## config.mk

```make
export PLATFORM = sky130hd
export DESIGN_NAME = qnco_front_flat
export DESIGN_NICKNAME = d
export VERILOG_FILES = /design/src/hw/rtl/qnco_pkg.sv /design/src/hw/rtl/qnco_ifs.sv /design/src/hw/rtl/qnco_front.sv /design/src/flat_wrapper.sv
export SDC_FILE = /design/constraint.sdc
export NUM_CORES = 1
export LEC_CHECK = 0
export BUFFER_PORTS_ARGS = -buffer_cell sky130_fd_sc_hd__buf_4
export CORE_MARGIN = 10
export CORE_UTILIZATION = 55
export DETAILED_ROUTE_END_ITERATION = 8
export PLACE_DENSITY = 0.95
export RECOVER_POWER = 50
export SYNTH_ARGS = -nofsm -noshare
export SYNTH_HDL_FRONTEND = slang
export SYNTH_SLANG_ARGS = --single-unit
```

## constraint.sdc

```tcl
create_clock -name clk -period 3.8 [get_ports clk]
set_input_delay 0.38 -clock clk [delete_from_list [all_inputs] [get_ports clk]]
set_output_delay 0.38 -clock clk [all_outputs]
set_load 0.05 [all_outputs]
```

## src/hw/rtl/qnco_pkg.sv

```systemverilog
package qnco_pkg;

	// Fixed field widths
	localparam int unsigned INC_W  = 32;
	localparam int unsigned FLD_W  = 16;
	localparam int unsigned PH32_W = 32;

	// Queue between front and back
	localparam int unsigned QDEPTH = 4;
	localparam int unsigned QPTR_W = $clog2(QDEPTH);
	localparam int unsigned QCNT_W = $clog2(QDEPTH + 1);

	// Q30 constants
	localparam logic [30:0] HALF_PI_Q30 = 31'd1686629713;
	localparam logic [30:0] Q30_ONE     = 31'h4000_0000;
	localparam logic [30:0] Q30_HALF    = 31'h2000_0000;

	// Horner steps of the cosine series; the sine series uses steps 1 to NSTEP-1
	localparam int unsigned NSTEP = 6;

	// Divide by a small constant: q = (n * RCP) >> SH, exact for any 32-bit n
	localparam logic [32:0] COS_RCP [NSTEP] = '{
		33'((65'd1 << 40) / 65'd132 + 65'd1),
		33'((65'd1 << 39) / 65'd90 + 65'd1),
		33'((65'd1 << 38) / 65'd56 + 65'd1),
		33'((65'd1 << 37) / 65'd30 + 65'd1),
		33'((65'd1 << 36) / 65'd12 + 65'd1),
		33'((65'd1 << 33) / 65'd2 + 65'd1)
	};
	localparam int unsigned COS_SH [NSTEP] = '{40, 39, 38, 37, 36, 33};

	// Entry 0 is never used: the sine series has one term less
	localparam logic [32:0] SIN_RCP [NSTEP] = '{
		33'd0,
		33'((65'd1 << 39) / 65'd110 + 65'd1),
		33'((65'd1 << 39) / 65'd72 + 65'd1),
		33'((65'd1 << 38) / 65'd42 + 65'd1),
		33'((65'd1 << 37) / 65'd20 + 65'd1),
		33'((65'd1 << 35) / 65'd6 + 65'd1)
	};
	localparam int unsigned SIN_SH [NSTEP] = '{32, 39, 39, 38, 37, 35};

	typedef logic signed [FLD_W-1:0] fld_t;

	// One queued sample with the phase it was tagged with
	typedef struct packed {
		logic              accumulate;
		fld_t              in_re;
		fld_t              in_im;
		logic [PH32_W-1:0] ph;
	} qnco_item_t;

endpackage

```

## src/hw/rtl/qnco_ifs.sv

```systemverilog
interface qnco_in_if;
	import qnco_pkg::*;

	logic valid;
	logic ready;
	logic accumulate;
	fld_t in_re;
	fld_t in_im;

	modport source(output valid, output accumulate, output in_re, output in_im, input ready);
	modport sink(input valid, input accumulate, input in_re, input in_im, output ready);
endinterface


```

## src/hw/rtl/qnco_front.sv

```systemverilog
module qnco_front #(
	parameter int unsigned PHASE_BITS = 32
) (
	input  logic                          clk,
	input  logic                          arst_n,
	qnco_in_if.sink                       sample,
	input  logic                          cfg_wr_en,
	input  logic [qnco_pkg::INC_W-1:0]    cfg_wr_data,
	input  logic                          full,
	output logic                          push,
	output qnco_pkg::qnco_item_t          item
);
	import qnco_pkg::*;

	logic [PHASE_BITS-1:0] phase_q;
	logic [INC_W-1:0]      inc_q;
	logic [PHASE_BITS-1:0] inc_ext;

	// Take a transfer whenever the queue has room
	assign sample.ready = ~full;
	assign push         = sample.valid & ~full;

	// Align the accumulator to a 32-bit turn fraction and tag the sample
	assign item.accumulate = sample.accumulate;
	assign item.in_re      = sample.in_re;
	assign item.in_im      = sample.in_im;
	assign item.ph         = PH32_W'({phase_q, {PH32_W{1'b0}}} >> PHASE_BITS);

	// Sign-extend or wrap the step to the accumulator width
	assign inc_ext = PHASE_BITS'(signed'(inc_q));

	// Hold the step register, advance the phase on each transfer
	always_ff @(posedge clk or negedge arst_n) begin
		if (!arst_n) begin
			phase_q <= '0;
			inc_q   <= '0;
		end else begin
			if (cfg_wr_en) begin
				inc_q <= cfg_wr_data;
			end
			if (push) begin
				phase_q <= phase_q + inc_ext;
			end
		end
	end

endmodule

```

## src/flat_wrapper.sv

```systemverilog
// flat-port wrapper written by rule: the top's interface ports become plain ports
module qnco_front_flat import qnco_pkg::*;
#(
	parameter int unsigned PHASE_BITS = 32
)
  (clk, arst_n, cfg_wr_en, cfg_wr_data, full, push, item, sample_valid, sample_accumulate, sample_in_re, sample_in_im, sample_ready);
  qnco_in_if sample_i ();
  input  logic clk;
  input  logic arst_n;
  input  logic cfg_wr_en;
  input  logic [qnco_pkg::INC_W-1:0] cfg_wr_data;
  input  logic full;
  output logic push;
  output qnco_pkg::qnco_item_t item;
  input wire logic [$bits(sample_i.valid)-1:0] sample_valid;
  input wire logic [$bits(sample_i.accumulate)-1:0] sample_accumulate;
  input wire logic [$bits(sample_i.in_re)-1:0] sample_in_re;
  input wire logic [$bits(sample_i.in_im)-1:0] sample_in_im;
  output wire logic [$bits(sample_i.ready)-1:0] sample_ready;
  assign sample_i.valid = sample_valid;
  assign sample_i.accumulate = sample_accumulate;
  assign sample_i.in_re = sample_in_re;
  assign sample_i.in_im = sample_in_im;
  assign sample_ready = sample_i.ready;
  qnco_front #(.PHASE_BITS(PHASE_BITS)) u_core (.clk(clk), .arst_n(arst_n), .sample(sample_i), .cfg_wr_en(cfg_wr_en), .cfg_wr_data(cfg_wr_data), .full(full), .push(push), .item(item));
endmodule
```

# --- Word level (Yosys, flattened, before mapping) ---
# Cells that the tools add are included.
classes:
  add_sub_neg: 1
  bitwise_logic: 2
ops:
  columns: ["op", "n"]
  rows:
  - ["$add A32 B32 Y32", 1]
  - ["$and A1 B1 Y1", 1]
  - ["$not A1 Y1", 1]
totals:
  out_inout_bits: 67
  register_bits: 64
  wordCells: 5
  input_bits: 70

# --- Logic depth before layout (Yosys ltp) ---
logic_depth:
  word_depth: 2
  depth_mapped: 10

# --- Worst setup path before layout ---
# No wires, ideal clock.
synth_timing:
  path_kind: "register to register"
  from: "register u_core.phase_q[0]"
  to: "register u_core.phase_q[30]"
  arrival_ns: 2.618
  n_path_buf: 0
  setup_time_ns: 0.120
  required_ns: 3.680
  slack_ns: 1.063
  path_stages_with_launch: 11
  path_cell_list: "dfrtp_1 > ha_1 > fa_1 > a21o_2 > a31oi_1 > o32a_2 > a21oi_2 > o2111a_1 > o21ai_1 > nand3_1 > a31o_1"
synth_via:
  elab_chain_len: 1
synth_lines:
  columns: ["item", "line_no", "text"]
  rows:
  - ["start: declaration", "qnco_front.sv:15", "logic [PHASE_BITS-1:0] phase_q;"]
  - ["start signal: assignment", "qnco_front.sv:42", "phase_q <= phase_q + inc_ext;"]
  - ["$add A32 B32 Y32", "qnco_front.sv:42", null]
# Every way passes these cells.
# A chain may end at the register's enable or synchronous reset.

# --- Worst setup path in the final report ---
# Same ends and word-level chain as after synthesis.

==> impl_metrics.json <==
{
  "status": "complete, but fails checks",
  "violations": "max-capacitance violations, max-slew violations",
  "ys_top_cells_by_area": "dfrtp_1, ha_1, mux2_2, buf_4, nand2_1",
  "setup_tns_ns": 0,
  "io_buffers": 70,
  "setup_violations": 0,
  "critical_path.max_stage_delay_ns": 0.42,
  "cp_cell_sequence": "ha_1 -> fa_1 -> a21o_2 -> a31oi_1 -> o32a_2 -> a21oi_2 -> o2111a_1 -> o21ai_1 -> nand3_1 -> a31o_1",
  "finalPower_mw": 4.33,
  "max_slew.worst_pin.slew_ns": 1.84,
  "synth_top_family_by_area": "compound AO/OA/AOI/OAI gates",
  "clockRootBuffer": "clkbuf_8",
  "holdBufCountCts": 0,
  "ys_seq_elements": 64,
  "skew_ns": 0.00982,
  "htreeDepth": 3,
  "clk_pin_slew_worst_paths_ns": 0.07,
  "yosysUniqueCellTypes": 47,
  "wl_mm": 9.99,
  "synth_top_area_share_pct": 37.9,
  "io_pins": 137,
  "routabilityCongestion": 0.904,
  "crit_fanout": 4,
  "coreArea_um2": 7370,
  "cp_slowest_cell": "fa_1",
  "synth_ff_type": "dfrtp_1",
  "synth_warnings": 0,
  "ir_worst_vdd_mv": 0.531,
  "postCtsSetupBuffers": 0,
  "antenna_found_initial": 0,
  "area_growth_pct": 12.8,
  "hpwl_mm": 7.42,
  "drv_slew": 99,
  "cp.required_ns": 4.05,
  "muxShareOfSynthArea_pct": 8.53,
  "cap_violations": 2,
  "synth-edff-count": 0,
  "drive_above_1_share_pct": 25.6,
  "cts_tree": "yes",
  "hold_viol": 0,
  "synth_simple_gate_area_share_pct": 11.0,
  "cts.sinks": 64,
  "critical_path_class": "register to register",
  "netlist_area_um2": 4230,
  "dr.pass1.iters": 4,
  "postSynthCellCount": 450,
  "path_buf_inv": 0,
  "rsz0062_at_grt": "false",
  "die_h_um": 108,
  "period_minus_slack_ns": 2.80,
  "start_util_pct": 57.4,
  "slew-limit-headroom_pct": -22.5,
  "rows": 31,
  "grt_pass1_wl_mm": 16.5,
  "grt_pass1_vias": 3468,
  "synth_compound_area_share_pct": 19.2,
  "cts_resized": 0,
  "viasPerCell": 5.82,
  "synth.most_common_cell": "dfrtp_1",
  "hp-class": "input pin to register",
  "clock_latency_ns": 0.35,
  "grt_usage_pct": 17.4,
  "antenna_left": 0,
  "synth_area_leader_cell": "dfrtp_1",
  "drc": 0,
  "synth_common_cells": "dfrtp_1, nand2_1, o21ai_0",
  "synth_xor_area_share_pct": 5.18,
  "p_leak_nw": 2.24,
  "clk_path_buf_depth": 2,
  "yosysSeqAreaShare_pct": 37.9,
  "power_density_nw_per_um2": 909,
  "cp-end-kind": "register",
  "overflow": 0,
  "syn_area_per_cell_um2": 9.39,
  "max_freq_mhz": 358,
  "grt_max_degree": 65,
  "cpLargestDelayFamily": "compound AO/OA/AOI/OAI gates",
  "synth-async-reset-ratio_pct": 100,
  "synthAdderAreaFrac_pct": 9.65,
  "finalNetCount": 585,
  "cp.arrival_ns": 3.04,
  "layout_worst_path_cycle_share_pct": 73.6,
  "wl_per_cell_um": 17.0,
  "antenna_cells": 0,
  "synth_fp_nets": 552,
  "vias": 3414,
  "die_x_um": 108,
  "drt-initial-drc-count": 208,
  "crit_path_start_kind": "register",
  "cts_made_buffers": 9,
  "fp.dieArea_um2": 11600
}
final cells by class:
class	instances	area, µm²
Multi-Input combinational cell	323	2260
Timing Repair Buffer	71	527
Clock inverter	3	40.0
Clock buffer	13	159
Tap cell	99	124
Fill cell	592	2600
Sequential cell	64	1600
Inverter	14	52.6
state kept, by name, summed over array words and instances, names as in the netlist:
register / flops
u_core.inc_ext: 32
u_core.phase_q: 32
cells by family after synthesis:
logic type      Yosys count
buf+inv                  63
mux                      32
simple gates            106
compound gates          128
flops                    64
fa+ha+maj                32
xor+xnor                 25
worst reg2reg max path, cell delays in order (launching register included):
cell and delay (ns):
dfrtp_1 0.40, ha_1 0.24, fa_1 0.42, a21o_2 0.25
a31oi_1 0.27, o32a_2 0.25, a21oi_2 0.09, o2111a_1 0.25
o21ai_1 0.18, nand3_1 0.11, a31o_1 0.22
path summary, 6_finish.rpt:
path                                                 from                              to  slack, ns  depth (start not counted)
setup / recovery            u_core.phase_q[0]$_DFFE_PN0P_  u_core.phase_q[30]$_DFFE_PN0P_       1.00                         10
hold / removal                            cfg_wr_data[31]  u_core.inc_ext[31]$_DFFE_PN0P_       0.23                          3
setup reg to reg            u_core.phase_q[0]$_DFFE_PN0P_  u_core.phase_q[30]$_DFFE_PN0P_       1.00                         10
hold reg to reg            u_core.inc_ext[15]$_DFFE_PN0P_  u_core.inc_ext[15]$_DFFE_PN0P_       0.51                          1
max in group asynchronous                          arst_n  u_core.inc_ext[20]$_DFFE_PN0P_       2.44                          1
min in group asynchronous                          arst_n   u_core.phase_q[9]$_DFFE_PN0P_       0.42                          1
per-layer routing:
layer,global-route usage (%),up-vias,share of wire [%]
met3,6.05,26,8.7
met4,7.25,0,1.8
met1,20.3,1621,42
li1,-,1633,-
met2,28.3,134,48
met5,0,-,0
cell usage in the layout, fill, tap and decap left out, types with 11 or more instances in the layout:
cell and instances:
nor2_1 19, ha_1 31, clkbuf_8 11, o21ai_0 38, nand2_1 56, a21oi_1 35
buf_4 69, mux2_2 32, xor2_1 11, dfrtp_1 64, inv_1 14, xnor2_1 14
power by group:
part	switching (mW)	internal, mW	leakage (nW)
Clock	0.262	0.337	0.103
Combinational	1.71	0.967	1.37
Sequential	0.174	0.880	0.767
through the flow:
step	utilization, %	setup slack, ns	hold slack, ns	cell area (µm²)	cells
after floorplan	-	1.06	0.0844	4230	450
after global placement	62.1	1.21	0.492	4570	571
after detailed placement	62.1	1.05	0.502	4570	571
after CTS	64.8	1.02	0.133	4770	587
after global routing	64.7	0.840	0.243	4770	587
final	64.7	1.00	0.234	4770	587
Power figures use the tool's default switching activity.
