===== src/hw/rtl/qnco_pkg.sv =====
package qnco_pkg;

	// Fixed field widths
	localparam int unsigned INC_W  = 32;
	localparam int unsigned FLD_W  = 16;
	localparam int unsigned PH32_W = 32;

	// Queue between front and back
	localparam int unsigned QDEPTH = 4;
	localparam int unsigned QPTR_W = $clog2(QDEPTH);
	localparam int unsigned QCNT_W = $clog2(QDEPTH + 1);

	// Q30 constants
	localparam logic [30:0] HALF_PI_Q30 = 31'd1686629713;
	localparam logic [30:0] Q30_ONE     = 31'h4000_0000;
	localparam logic [30:0] Q30_HALF    = 31'h2000_0000;

	// Horner steps of the cosine series; the sine series uses steps 1 to NSTEP-1
	localparam int unsigned NSTEP = 6;

	// Divide by a small constant: q = (n * RCP) >> SH, exact for any 32-bit n
	localparam logic [32:0] COS_RCP [NSTEP] = '{
		33'((65'd1 << 40) / 65'd132 + 65'd1),
		33'((65'd1 << 39) / 65'd90 + 65'd1),
		33'((65'd1 << 38) / 65'd56 + 65'd1),
		33'((65'd1 << 37) / 65'd30 + 65'd1),
		33'((65'd1 << 36) / 65'd12 + 65'd1),
		33'((65'd1 << 33) / 65'd2 + 65'd1)
	};
	localparam int unsigned COS_SH [NSTEP] = '{40, 39, 38, 37, 36, 33};

	// Entry 0 is never used: the sine series has one term less
	localparam logic [32:0] SIN_RCP [NSTEP] = '{
		33'd0,
		33'((65'd1 << 39) / 65'd110 + 65'd1),
		33'((65'd1 << 39) / 65'd72 + 65'd1),
		33'((65'd1 << 38) / 65'd42 + 65'd1),
		33'((65'd1 << 37) / 65'd20 + 65'd1),
		33'((65'd1 << 35) / 65'd6 + 65'd1)
	};
	localparam int unsigned SIN_SH [NSTEP] = '{32, 39, 39, 38, 37, 35};

	typedef logic signed [FLD_W-1:0] fld_t;

	// One queued sample with the phase it was tagged with
	typedef struct packed {
		logic              accumulate;
		fld_t              in_re;
		fld_t              in_im;
		logic [PH32_W-1:0] ph;
	} qnco_item_t;

endpackage


===== src/hw/rtl/qnco_queue.sv =====
module qnco_queue (
	input  logic                 clk,
	input  logic                 arst_n,
	input  logic                 push,
	input  qnco_pkg::qnco_item_t push_item,
	output logic                 full,
	input  logic                 pop,
	output logic                 head_vld,
	output qnco_pkg::qnco_item_t head
);
	import qnco_pkg::*;

	qnco_item_t        mem_q [QDEPTH];
	logic [QPTR_W-1:0] wr_ptr_q;
	logic [QPTR_W-1:0] rd_ptr_q;
	logic [QCNT_W-1:0] cnt_q;

	assign full     = (cnt_q == QCNT_W'(QDEPTH));
	assign head_vld = (cnt_q != '0);
	assign head     = mem_q[rd_ptr_q];

	// Write the entry at the tail
	always_ff @(posedge clk) begin
		if (push) begin
			mem_q[wr_ptr_q] <= push_item;
		end
	end

	// Advance pointers and track the fill level
	always_ff @(posedge clk or negedge arst_n) begin
		if (!arst_n) begin
			wr_ptr_q <= '0;
			rd_ptr_q <= '0;
			cnt_q    <= '0;
		end else begin
			if (push) begin
				wr_ptr_q <= wr_ptr_q + QPTR_W'(1);
			end
			if (pop) begin
				rd_ptr_q <= rd_ptr_q + QPTR_W'(1);
			end
			if (push && !pop) begin
				cnt_q <= cnt_q + QCNT_W'(1);
			end else if (pop && !push) begin
				cnt_q <= cnt_q - QCNT_W'(1);
			end
		end
	end

endmodule


===== config.mk =====
export PLATFORM = sky130hd
export DESIGN_NAME = qnco_queue
export DESIGN_NICKNAME = d
export VERILOG_FILES = /design/src/hw/rtl/qnco_pkg.sv /design/src/hw/rtl/qnco_queue.sv
export SDC_FILE = /design/constraint.sdc
export NUM_CORES = 1
export LEC_CHECK = 0
export BUFFER_PORTS_ARGS = -buffer_cell sky130_fd_sc_hd__buf_2
export CORE_MARGIN = 5
export CORE_UTILIZATION = 57
export CTS_CLUSTER_SIZE = 8
export DETAILED_ROUTE_END_ITERATION = 7
export PLACE_DENSITY = 0.79
export REMOVE_ABC_BUFFERS = 1
export SLEW_MARGIN = 20
export SYNTH_ARGS = -nofsm -noshare
export SYNTH_HDL_FRONTEND = slang
export SYNTH_SLANG_ARGS = --single-unit
export TNS_END_PERCENT = 10

===== constraint.sdc =====
create_clock -name clk -period 3.6 [get_ports clk]
set_clock_uncertainty 0.1 [all_clocks]
set_input_delay 0.36 -clock clk [delete_from_list [all_inputs] [get_ports clk]]
set_output_delay 0.36 -clock clk [all_outputs]
set_load 0.01 [all_outputs]

== Word-level counts from Yosys, hierarchy flattened ==
Memories as Yosys holds them, arrays and structs flattened.
Index checks and enable logic that the tools add are counted.
Word-level totals
  output and inout bits: 67
  RAM bits: 260
  bits in registers: 7
  input bits: 69
  memories: 1
  logic and storage cells: 19
Memory list
  mem_q: words 4, bits a word 65, rd ports 1, clocked after memory_dff 0, wr ports 1, line qnco_queue.sv:13  | qnco_item_t mem_q [QDEPTH];
Cells by class
  eq/ne operators: 1
  mux-type cells: 4
  $add $sub $neg: 4
  reductions and logical operators: 6
Operators with widths (count)
  $mux 3: 2
  $add 2x1->2 const B: 2
  $add 3x1->3 const B: 1
  $eq 3x3->1 const B: 1
  $reduce_bool 3->1: 1
  $sub 3x1->3 const B: 1
  $logic_and 1x1->1: 2
  $logic_not 1->1: 2
  $mux 1: 2
  $reduce_bool 2->1: 1

== Logic depth before layout (Yosys ltp) ==
Gate-level depths: netlist (run 1).
  depth after elaboration: 4
  mapped depth: 7
  mapped depth without buffers: 7

== Worst setup path after synthesis (run 1) ==
Ideal clock, no wire load.
  kind: register -> register
  start: register wr_ptr_q[0]
  end: memory mem_q[2][0] (netlist name) (enable)
  buffers on the path: 0
  period minus slack after synthesis: 2.673 ns
  library setup time: 0.430 ns
  stages on the path, launching flop included: 4
  data required time: 3.070 ns
  data arrival time: 2.143 ns
  setup slack: 0.927 ns
  path through: dfrtp_1 > inv_1 > ha_1 > and2_1
RTL lines
  from (decl): line qnco_queue.sv:14  | logic [QPTR_W-1:0] wr_ptr_q;
  from (signal assigned): line qnco_queue.sv:37  | wr_ptr_q <= wr_ptr_q + QPTR_W'(1);
  to (decl): line qnco_queue.sv:13
Straight into the memory's write port.

==> metrics.yaml, run 1 <==
run_status:
  status: "complete, no violations"
detailed_routing:
  totalWireLength_um: 18400
  post_drt_wl_per_cell_um: 21.8
  avgViaCountPerCell: 5.50
  postRouteAntennaNets: 0
  vias: 4641
  drt_iter0_markers: 286
  drt-pass1-iter-count: 4
  drc: 0
synth:
  ys.flop_type: "edfxtp_1"
  ys_seq_elements: 267
  synth_area_um2: 9810
  syn_inst: 374
  netlist.area_leader.share_pct: 79.6
  yosys_warnings: 0
  synth_common_cells: "edfxtp_1, mux4_2, dfrtp_1, buf_2, ha_1"
  avgSynthCellArea_um2: 26.2
  synth-async-reset-ratio_pct: 2.62
  yosys-top-cells-area: "edfxtp_1, mux4_2, dfrtp_1"
  synth_edf_count: 260
  synth_top_cell_by_area: "edfxtp_1"
  yosys.cell_types.count: 20
  yosysMostFrequentCell: "edfxtp_1"
  synth_seq_area_share_pct: 81.4
critical_path:
  worstReg2RegStart: "wr_ptr_q[0]"
  crit_chain: "buf_4 -> mux4_2 -> buf_2"
  rr_worst_depth: 3
  crit_arrival_ns: 2.39
  crit_type: "flip-flop to output port"
  setup.worst_path.end: "head[40]"
  critPathLaunch: "rd_ptr_q[0]"
  rrSetupSlack_ns: 1.58
  end_kind: "output port"
  cp-start-kind: "flip-flop"
  critPathRequiredTime_ns: 3.14
  cpMaxStageDelayCell: "dfrtp_4"
  crit_path_max_incr_delay_ns: 0.60
  path_max_fanout: 28
  timing.rr.end: "mem_q[2][44]"
finish:
  drive_gt1_share_pct: 40.5
  num_antenna_cells: 0
  area_growth_pct: 26.7
  fin_nets: 678
  fillCellCount: 980
sta:
  finalHoldViolCount: 0
  fin_ws_ns: 0.745
  rsz0062_at_grt: "no"
  tightest_slew_ns: 1.02
  setup_viol: 0
  finalCritPeriodShare_pct: 79.3
  fin_crit_ns: 2.85
  whs_ns: 0.0201
  drv_slew: 0
  fmax_mhz: 350
  relSlewSlack_pct: 31.9
clocking:
  clkSlewWorstSetupHoldPaths_ns: 0.05
  cts_max_level: 2
  ctsResizeCount: 0
  clk_latency_ns: 0.49
  clock-sinks: 267
  cts_tree: "built"
  clockBufferDepth: 3
  cts_buffers: 39
  cts-root-buf: "clkbuf_16"
floorplan:
  initial_core_util_pct: 57.3
  core_um2: 17100
  die-area_um2: 19900
  rows: 48
  die_x_um: 141
  io_pins: 136
  die_h_um: 141
pwr:
  ir_worst_vdd_v: 0.000609
  p_per_area_nw_per_um2: 820
  p_leak_uw: 0.00435
place:
  place_congestion: 0.700
  dpl.hpwl_um: 9590
  port_buffers: 135
  dpl_worst_slack_ns: 1.18
grt:
  grt_max_degree: 67
  grt-ovfl-total: 0
  grt_use_total_pct: 19.0
  grt_pass1_vias: 5116
  antenna_found_initial: 1
  grt_pass1_wl_um: 28700
job:
  cap_violations: 0
min_path:
  min-delay-path-class: "input pin to flip-flop"
-- worst max-delay path: cells and delay by family, from the launching register on --
family / cells / cell delay, ns
DFF: 1 / 0.60
muxes: 1 / 0.60
buffers and inverters: 2 / 0.68
-- cells by family (layout without fill, tap and decap cells) --
kind of cell | after synthesis | after routing | share of synthesized area, %
AO/OA/AOI/OAI | 1 | 1 | 0.0510
XOR/XNOR | 6 | 6 | 0.536
adder cells (fa/ha/maj) | 6 | 6 | 0.842
buffers and inverters | 19 | 264 | 1.65
flip-flops | 267 | 267 | 81.4
multiplexers | 66 | 66 | 15.0
AND/OR/NAND/NOR | 9 | 9 | 0.510
-- sequential cells by signal, indices dropped and copies added (netlist names) --
| name | flops |
|---|---|
| mem_q | 260 |
| cnt_q | 3 |
| rd_ptr_q | 2 |
| wr_ptr_q | 2 |
-- power by group --
part           switching (µW)  leakage, µW  internal, µW  total [µW]
Combinational            1230      0.00135          1230        2460
Sequential                355      0.00247          4090        4450
Clock                    1170     0.000537          2110        3280
Total                    2750      0.00435          7440       10200
-- stage by stage --
stage	instances	total power (µW)	area [µm²]	setup TNS, ns	utilization [%]
after global placement	721	6890	10700	0	62.2
after CTS	844	10300	12400	0	72.6
final	844	10200	12400	0	72.6
after global routing	844	10700	12400	0	72.6
after detailed placement	721	6960	10700	0	62.2
after floorplan	359	6030	9660	-11.96	-
-- worst min path at each step --
stage / endpoint / depth (start not counted) / start
final: mem_q[1][4] / 1 / push_item[4]
after global routing: mem_q[1][4] / 1 / push_item[4]
after CTS: mem_q[1][4] / 1 / push_item[4]
after detailed placement: cnt_q[1] / 1 / arst_n
after global placement: cnt_q[2] / 1 / arst_n
after floorplan: cnt_q[0] / 0 / arst_n
-- cell type report --
class	instances	area, µm²	share of cell area [%]
Multi-Input combinational cell	88	1680	13.5
Sequential cell	267	7990	64.3
Clock inverter	1	30.0	0.242
Tap cell	225	282	2.27
Clock buffer	56	1080	8.71
Inverter	4	15.0	0.121
Timing Repair Buffer	203	1350	10.9
-- layer usage --
metal | wire length (µm) | track usage, %
met4 | 293 | 4.95
met2 | 9800 | 33.0
met1 | 7130 | 24.3
met5 | 13 | 0
met3 | 1160 | 4.61
-- repair_timing --
action | in CTS | in global routing
hold buffers | 66 | 0
endpoints found under the setup margin | 0 | 0
setup buffers | 0 | 0
hold endpoints to repair | 264 | 0
-- layout by cell type, fill, tap and decap left out --
| master | instances |
|---|---|
| edfxtp_1 | 260 |
| buf_2 | 135 |
| dlygate4sd3_1 | 66 |
| mux4_2 | 65 |
| clkbuf_16 | 41 |
| clkbuf_1 | 15 |
| ha_1 | 5 |
| dfrtp_1 | 5 |
| inv_1 | 4 |
| and2_4 | 4 |
| xor2_1 | 4 |
| xnor2_1 | 2 |
| nand2_1 | 2 |
| buf_4 | 2 |
| dfrtp_4 | 2 |
| or3_1 | 1 |
| nor3b_1 | 1 |
| mux2_2 | 1 |
| o21ai_0 | 1 |
| nor2_1 | 1 |
| fa_1 | 1 |
| bufinv_16 | 1 |
Note: power is estimated with default switching activity, not from simulation.
==> run 2, diff against run 1 <==
--- a/config.mk
+++ b/config.mk
@@ -7,10 +7,10 @@
 export LEC_CHECK = 0
 export BUFFER_PORTS_ARGS = -buffer_cell sky130_fd_sc_hd__buf_2
 export CORE_MARGIN = 5
-export CORE_UTILIZATION = 57
+export CORE_UTILIZATION = 51
 export CTS_CLUSTER_SIZE = 8
 export DETAILED_ROUTE_END_ITERATION = 7
-export PLACE_DENSITY = 0.79
+export PLACE_DENSITY = 0.75
 export REMOVE_ABC_BUFFERS = 1
 export SLEW_MARGIN = 20
 export SYNTH_ARGS = -nofsm -noshare
==> constraint.sdc (replaced) <==
create_clock -name clk -period 2.4 [get_ports clk]
set_clock_uncertainty 0.1 [all_clocks]
set_input_delay 0.24 -clock clk [delete_from_list [all_inputs] [get_ports clk]]
set_output_delay 0.24 -clock clk [all_outputs]
set_load 0.01 [all_outputs]
==> run 2 against run 1 <==
Effect of this change: critical path type unchanged; clock-buffer cell count unchanged; via count up 2.5%; die area grew 11%; largest power group unchanged; worst setup slack lost 0.65 ns; sequential power increased by 44%; sequential cell count unchanged; clock power rose by 46%; register-to-register slack got worse by 0.97 ns; sequential share of layout area fell by 1.4 points; global-route usage is 1.1 points lower; combinational power is 74% higher; wire length rose by 5.0%.
==> metrics.yaml, run 2 (synthesis gave the netlist of run 1 again) <==
grt:
  grt_pass1_vias: 5325  # +4.1%
  antenna_found_initial: 1  # unchanged
  grt-ovfl-total: 0  # unchanged
  grt_max_degree: 39  # -42%
  grt_use_total_pct: 17.9  # -1.1 points
  grt_pass1_wl_um: 30000  # +4.3%
finish:
  area_growth_pct: 29.5
  layout_common_cells: "edfxtp_1, buf_2, dlygate4sd3_1"
  fillCellCount: 1181  # +21%
  reg_top3: "mem_q: 260 flops, cnt_q: 3 flops"
  regMostFlops: "mem_q"
  largest_reg_flops: 260  # unchanged
  final_common_cell: "edfxtp_1"
  fin_nets: 694  # +2.4%
  drive_gt1_share_pct: 41.6  # +1.0 points
  num_antenna_cells: 0  # unchanged
  post-route-util_pct: 67.5  # -5.1 points
sta:
  setup_viol: 0  # unchanged
  fin_ws_ns: 0.0952  # -0.650 ns
  relSlewSlack_pct: 65.8  # +34 points
  finalHoldViolCount: 0  # unchanged
  whs_ns: 0.398  # +0.378 ns
  finalCritPeriodShare_pct: 96.0
  fin_crit_ns: 2.30
  drv_slew: 0  # unchanged
  tightest_slew_ns: 0.513  # -0.508 ns
  fmax_mhz: 434
  rsz0062_at_grt: "no"
  setup_tns_ns: 0  # unchanged
critical_path:
  rrSetupSlack_ns: 0.61  # -0.97 ns
  crit_type: "flip-flop to output port"
  path_max_fanout: 32  # +14%
  end_kind: "output port"
  cp-start-kind: "flip-flop"
  rr_worst_depth: 4  # +1
  worstReg2RegStart: "wr_ptr_q[0]"
  critPathRequiredTime_ns: 2.06  # -1.08 ns
  crit_arrival_ns: 1.96  # -0.43 ns
  timing.rr.end: "mem_q[2][1]"
clocking:
  cts-root-buf: "clkbuf_16"
  cts_tree: "built"
  clockBufferDepth: 3  # unchanged
  clk_latency_ns: 0.49  # about the same
  cts_max_level: 2  # unchanged
  cts_buffers: 39  # unchanged
  clock-sinks: 267  # unchanged
  clkSlewWorstSetupHoldPaths_ns: 0.05  # about the same
pwr:
  p_per_area_nw_per_um2: 1220  # +49%
  p_int_uw: 11300  # +51%
  seqPwrFrac_pct: 41.5  # -2.2 points
  clock_power_share_pct: 31.0  # -1.2 points
  p_sw_uw: 4220  # +53%
  p_leak_uw: 0.00446  # +2.4%
  ir_worst_vdd_v: 0.000714  # +17%
  combPwrFrac_pct: 27.6  # +3.5 points
  switching_share_pct: 27.3  # +0.24 points
min_path:
  worstHoldStart: "push_item[2]"
  worstHoldEndpoint: "mem_q[2][2]"
  min-delay-path-class: "input pin to flip-flop"
  whs_path_depth: 2  # +1
floorplan:
  die_x_um: 149  # +5.3%
  initial_core_util_pct: 52.1  # -5.2 points
  die-area_um2: 22100  # +11%
  rows: 50  # +4.2%
  die_h_um: 149  # +5.3%
  core_um2: 18800  # +10%
  io_pins: 136  # unchanged
job:
  cap_violations: 0  # unchanged
detailed_routing:
  post_drt_wl_per_cell_um: 21.6  # -0.95%
  drc: 0  # unchanged
  totalWireLength_um: 19300  # +5.0%
  vias: 4755  # +2.5%
  drt_iter0_markers: 253  # -12%
  drt-pass1-iter-count: 4  # unchanged
  postRouteAntennaNets: 0  # unchanged
  avgViaCountPerCell: 5.31  # -3.4%
place:
  place_congestion: 0.701  # +0.19%
  dpl_worst_slack_ns: 0.483  # -0.693 ns
  port_buffers: 135  # unchanged
run_status:
  status: "complete, no violations"
## run 2: layout make-up
| cell class | instances | area [µm²] | area share, % |
|---|---|---|---|
| clock inverter | 1 | 7.51 | 0.0591 |
| sequential | 267 | 7990 | 62.9 |
| timing repair buffer | 219 | 1610 | 12.6 |
| inverter | 4 | 15.0 | 0.118 |
| multi-input combinational | 88 | 1680 | 13.2 |
| tap | 260 | 325 | 2.56 |
| clock buffer | 56 | 1080 | 8.52 |
## run 2: stage by stage
step,total power (µW),area [µm²],instances
2_1_floorplan,9040,9660,359
3_3_place_gp,10600,10900,768
3_5_place_dp,10700,10900,768
4_1_cts,15700,12700,895
5_1_grt,16200,12700,895
6_report,15500,12700,895
## run 2: critical path, stage by stage (launching register included)
cell	delay, ns
dfrtp_4	0.45
buf_12	0.28
mux4_2	0.57
buf_2	0.16
## run 2: timing repair
action / CTS / global route
resized for setup: 0 / 1
gates cloned: 0 / 0
hold endpoints to repair: 271 / 0
pin swaps: 0 / 0
setup endpoints to repair: 27 / 1
hold buffers: 69 / 0
setup buffers: 1 / 0
## run 2: worst max-delay path by stage
| stage | cells past startpoint | endpoint | startpoint | slack [ns] |
|---|---|---|---|---|
| finish | 3 | head[38] | rd_ptr_q[0] | 0.1 |
| global route | 3 | head[38] | rd_ptr_q[0] | 0.005 |
| CTS | 3 | head[61] | rd_ptr_q[0] | 0.05 |
| detailed placement | 3 | head[36] | rd_ptr_q[1] | 0.48 |
| global placement | 3 | head[31] | rd_ptr_q[1] | 0.50 |
| floorplan | 1 | head[0] | rd_ptr_q[0] | -1.26 |
## run 2: metal layers
metal  wire, µm  track usage, %  vias to the layer above  share of wire [%]
met5         11               0                        -              0.057
met4        295            4.30                        2                1.5
met3       1080            4.39                       30                5.6
met2      10400            32.1                      154                 54
met1       7500            22.1                     2486                 39
li1           -               -                     2083                  -
## run 2: power by group through the flow
| stage | registers (µW) | logic, µW | clock network [µW] |
|---|---|---|---|
| 2_1_floorplan | 6770 | 2270 | 0 |
| 3_3_place_gp | 6480 | 4110 | 0 |
| 3_5_place_dp | 6550 | 4170 | 0 |
| 4_1_cts | 6430 | 4370 | 4900 |
| 5_1_grt | 6490 | 4620 | 5130 |
| 6_report | 6420 | 4270 | 4800 |
==> run 3, diff against run 2 <==
--- a/config.mk
+++ b/config.mk
@@ -11,7 +11,6 @@
 export CTS_CLUSTER_SIZE = 8
 export DETAILED_ROUTE_END_ITERATION = 7
 export PLACE_DENSITY = 0.75
-export REMOVE_ABC_BUFFERS = 1
 export SLEW_MARGIN = 20
 export SYNTH_ARGS = -nofsm -noshare
 export SYNTH_HDL_FRONTEND = slang
==> run 3 against run 2 <==
Effect of this change: combinational power rose by 2%; critical path type unchanged; non-clock buffer count decreased by 2; wire length decreased by 0.85%; sequential share of layout area shrank 0.21 points; register-to-register slack about the same; first-iteration DRC count fell by 14%; sequential power barely moved; die area did not move; hold slack got worse by 0.014 ns.
==> metrics.yaml, run 3 (synthesis gave the netlist of run 1 again) <==
run_status:
  status: "complete, no violations"
place:
  place_congestion: 0.717  # +2.3%
  port_buffers: 135  # unchanged
  dpl.hpwl_um: 10700
critical_path:
  rrSetupSlack_ns: 0.62  # about the same
  cp-start-kind: "flip-flop"
  critPathRequiredTime_ns: 2.06  # about the same
  worst-path-buf-inv: 2  # unchanged
  worstReg2RegStart: "wr_ptr_q[0]"
  path_max_fanout: 24  # -25%
  crit_type: "flip-flop to output port"
  end_kind: "output port"
  rr_worst_depth: 4  # unchanged
  cpMaxStageDelayCell: "dfrtp_4"
  critical_path.top_delay_family: "flip-flops"
  crit_chain: "buf_12 -> mux4_2 -> buf_2"
  crit_arrival_ns: 1.94  # -0.02 ns
  timing.rr.end: "mem_q[2][24]"
  crit_path_max_incr_delay_ns: 0.67  # +0.10 ns
pwr:
  clock_power_share_pct: 30.8  # -0.2 points
  ir_worst_vdd_v: 0.000700  # -2.1%
  combPwrFrac_pct: 27.9  # +0.3 points
  p_per_area_nw_per_um2: 1220  # +0.42%
  p_sw_uw: 4240  # +0.40%
  switching_share_pct: 27.2  # -0.095 points
  seqPwrFrac_pct: 41.3  # -0.2 points
  p_leak_uw: 0.00447  # +0.24%
  p_int_uw: 11400  # +0.89%
clocking:
  cts_tree: "built"
  cts_setup_buffers: 0  # -1
  clockBufferDepth: 3  # unchanged
  cts_buffers: 39  # unchanged
  clock-sinks: 267  # unchanged
  clkSlewWorstSetupHoldPaths_ns: 0.05  # about the same
  clk_latency_ns: 0.49  # about the same
  cts_max_level: 2  # unchanged
  cts-root-buf: "clkbuf_16"
min_path:
  min-delay-path-class: "flip-flop to flip-flop"
  worstHoldStart: "cnt_q[2]"
  whs_path_depth: 1  # -1
  worstHoldEndpoint: "cnt_q[2]"
floorplan:
  io_pins: 136  # unchanged
  die-area_um2: 22100  # unchanged
  rows: 50  # unchanged
  initial_core_util_pct: 52.1  # unchanged
  core_um2: 18800  # unchanged
  die_x_um: 149  # unchanged
  die_h_um: 149  # unchanged
grt:
  antenna_found_initial: 1  # unchanged
  grt-ovfl-total: 0  # unchanged
  grt_pass1_vias: 5380  # +1.0%
  grt_pass1_wl_um: 29600  # -1.1%
  grt_use_total_pct: 17.8  # -0.11 points
  grt_max_degree: 49  # +26%
sta:
  tightest_slew_ns: 0.435  # -0.0787 ns
  finalCritPeriodShare_pct: 95.2  # -0.85 points
  fmax_mhz: 438  # +0.89%
  finalHoldViolCount: 0  # unchanged
  relSlewSlack_pct: 71.0  # +5.2 points
  fin_crit_ns: 2.28  # -0.0204 ns
  whs_ns: 0.384  # -0.0143 ns
  rsz0062_at_grt: "no"
  setup_viol: 0  # unchanged
  drv_slew: 0  # unchanged
finish:
  drive_gt1_share_pct: 41.5  # -0.12 points
  area_growth_pct: 29.9
  largest_reg_flops: 260  # unchanged
  post-route-util_pct: 67.7  # +0.23 points
  regMostFlops: "mem_q"
  fin_nets: 692  # -0.29%
  reg_top3: "mem_q: 260 flops, cnt_q: 3 flops"
  fillCellCount: 1179  # -0.17%
  final_common_cell: "edfxtp_1"
  layout_common_cells: "edfxtp_1, buf_2, dlygate4sd3_1"
  num_antenna_cells: 0  # unchanged
detailed_routing:
  post_drt_wl_per_cell_um: 21.5  # -0.52%
  vias: 4717  # -0.80%
  postRouteAntennaNets: 0  # unchanged
  drt_iter0_markers: 217  # -14%
  avgViaCountPerCell: 5.29  # -0.47%
  drc: 0  # unchanged
  drt-pass1-iter-count: 4  # unchanged
  totalWireLength_um: 19100  # -0.85%
job:
  cap_violations: 0  # unchanged
synth:
  synth_fp_nets: 449
## run 3: changes by cell type in the layout (fill, tap and decap cells not counted)
cell	before	now
buf_2	135	128
buf_4	5	2
buf_6	0	7
clkbuf_1	15	14
clkbuf_16	41	42
## run 3: what timing repair did
action                     in CTS  in global routing
resized for setup               9                  1
cloned                          0                  1
pin swaps                       0                  0
setup endpoints to repair      13                 48
hold buffers                   69                  0
hold endpoints to repair      271                  0
## run 3: layout make-up
cell class,count,area [µm²],area share (%)
Sequential cell,267,7990,62.7
Multi-Input combinational cell,88,1680,13.1
Timing Repair Buffer,217,1650,13.0
Clock buffer,55,1080,8.46
Tap cell,260,325,2.55
Inverter,4,15.0,0.118
Clock inverter,1,7.51,0.0589
## run 3: through the flow
step | instance area [µm²] | instances | TNS, ns | total power (µW) | setup slack [ns]
after floorplan | 9810 | 374 | -46.71 | 9180 | -0.273
after global placement | 10900 | 766 | 0 | 10600 | 0.514
after detailed placement | 10900 | 766 | 0 | 10700 | 0.509
after CTS | 12700 | 891 | -0.0403 | 15800 | -0.0234
after global routing | 12700 | 892 | 0 | 16400 | 0.0227
final | 12700 | 892 | 0 | 15600 | 0.116
## run 3: power groups by stage
| stage | logic, µW | clock network, µW | registers [µW] |
|---|---|---|---|
| after floorplan | 2800 | 0 | 6370 |
| after global placement | 4120 | 0 | 6460 |
| after detailed placement | 4170 | 0 | 6520 |
| after CTS | 4400 | 4920 | 6450 |
| after global routing | 4690 | 5160 | 6520 |
| final | 4350 | 4810 | 6450 |
## run 3: how the worst max path moves through the flow
stage | from | slack [ns] | end | cells past startpoint
final | rd_ptr_q[1] | 0.12 | head[45] | 3
after global routing | rd_ptr_q[0] | 0.02 | head[9] | 3
after CTS | rd_ptr_q[0] | -0.02 | head[16] | 3
after detailed placement | rd_ptr_q[0] | 0.51 | head[21] | 3
after global placement | rd_ptr_q[0] | 0.51 | head[16] | 3
after floorplan | wr_ptr_q[0] | -0.27 | mem_q[0][0] | 3
## run 3: worst register-to-register path: cells and delay by family (launching register included)
family,cells,cell delay (ns)
adders and majority gates,1,0.14
and+or+nand+nor,1,0.37
DFF,1,0.42
buffers and inverters,2,0.40
## run 3: metal layers
layer  global-route usage (%)  wire [µm]  vias up
li1                         -          -     2081
met3                     3.81       1360       38
met2                     30.2       9890      195
met4                     6.24        404        2
met1                     23.1       7480     2401
met5                        0         11        -
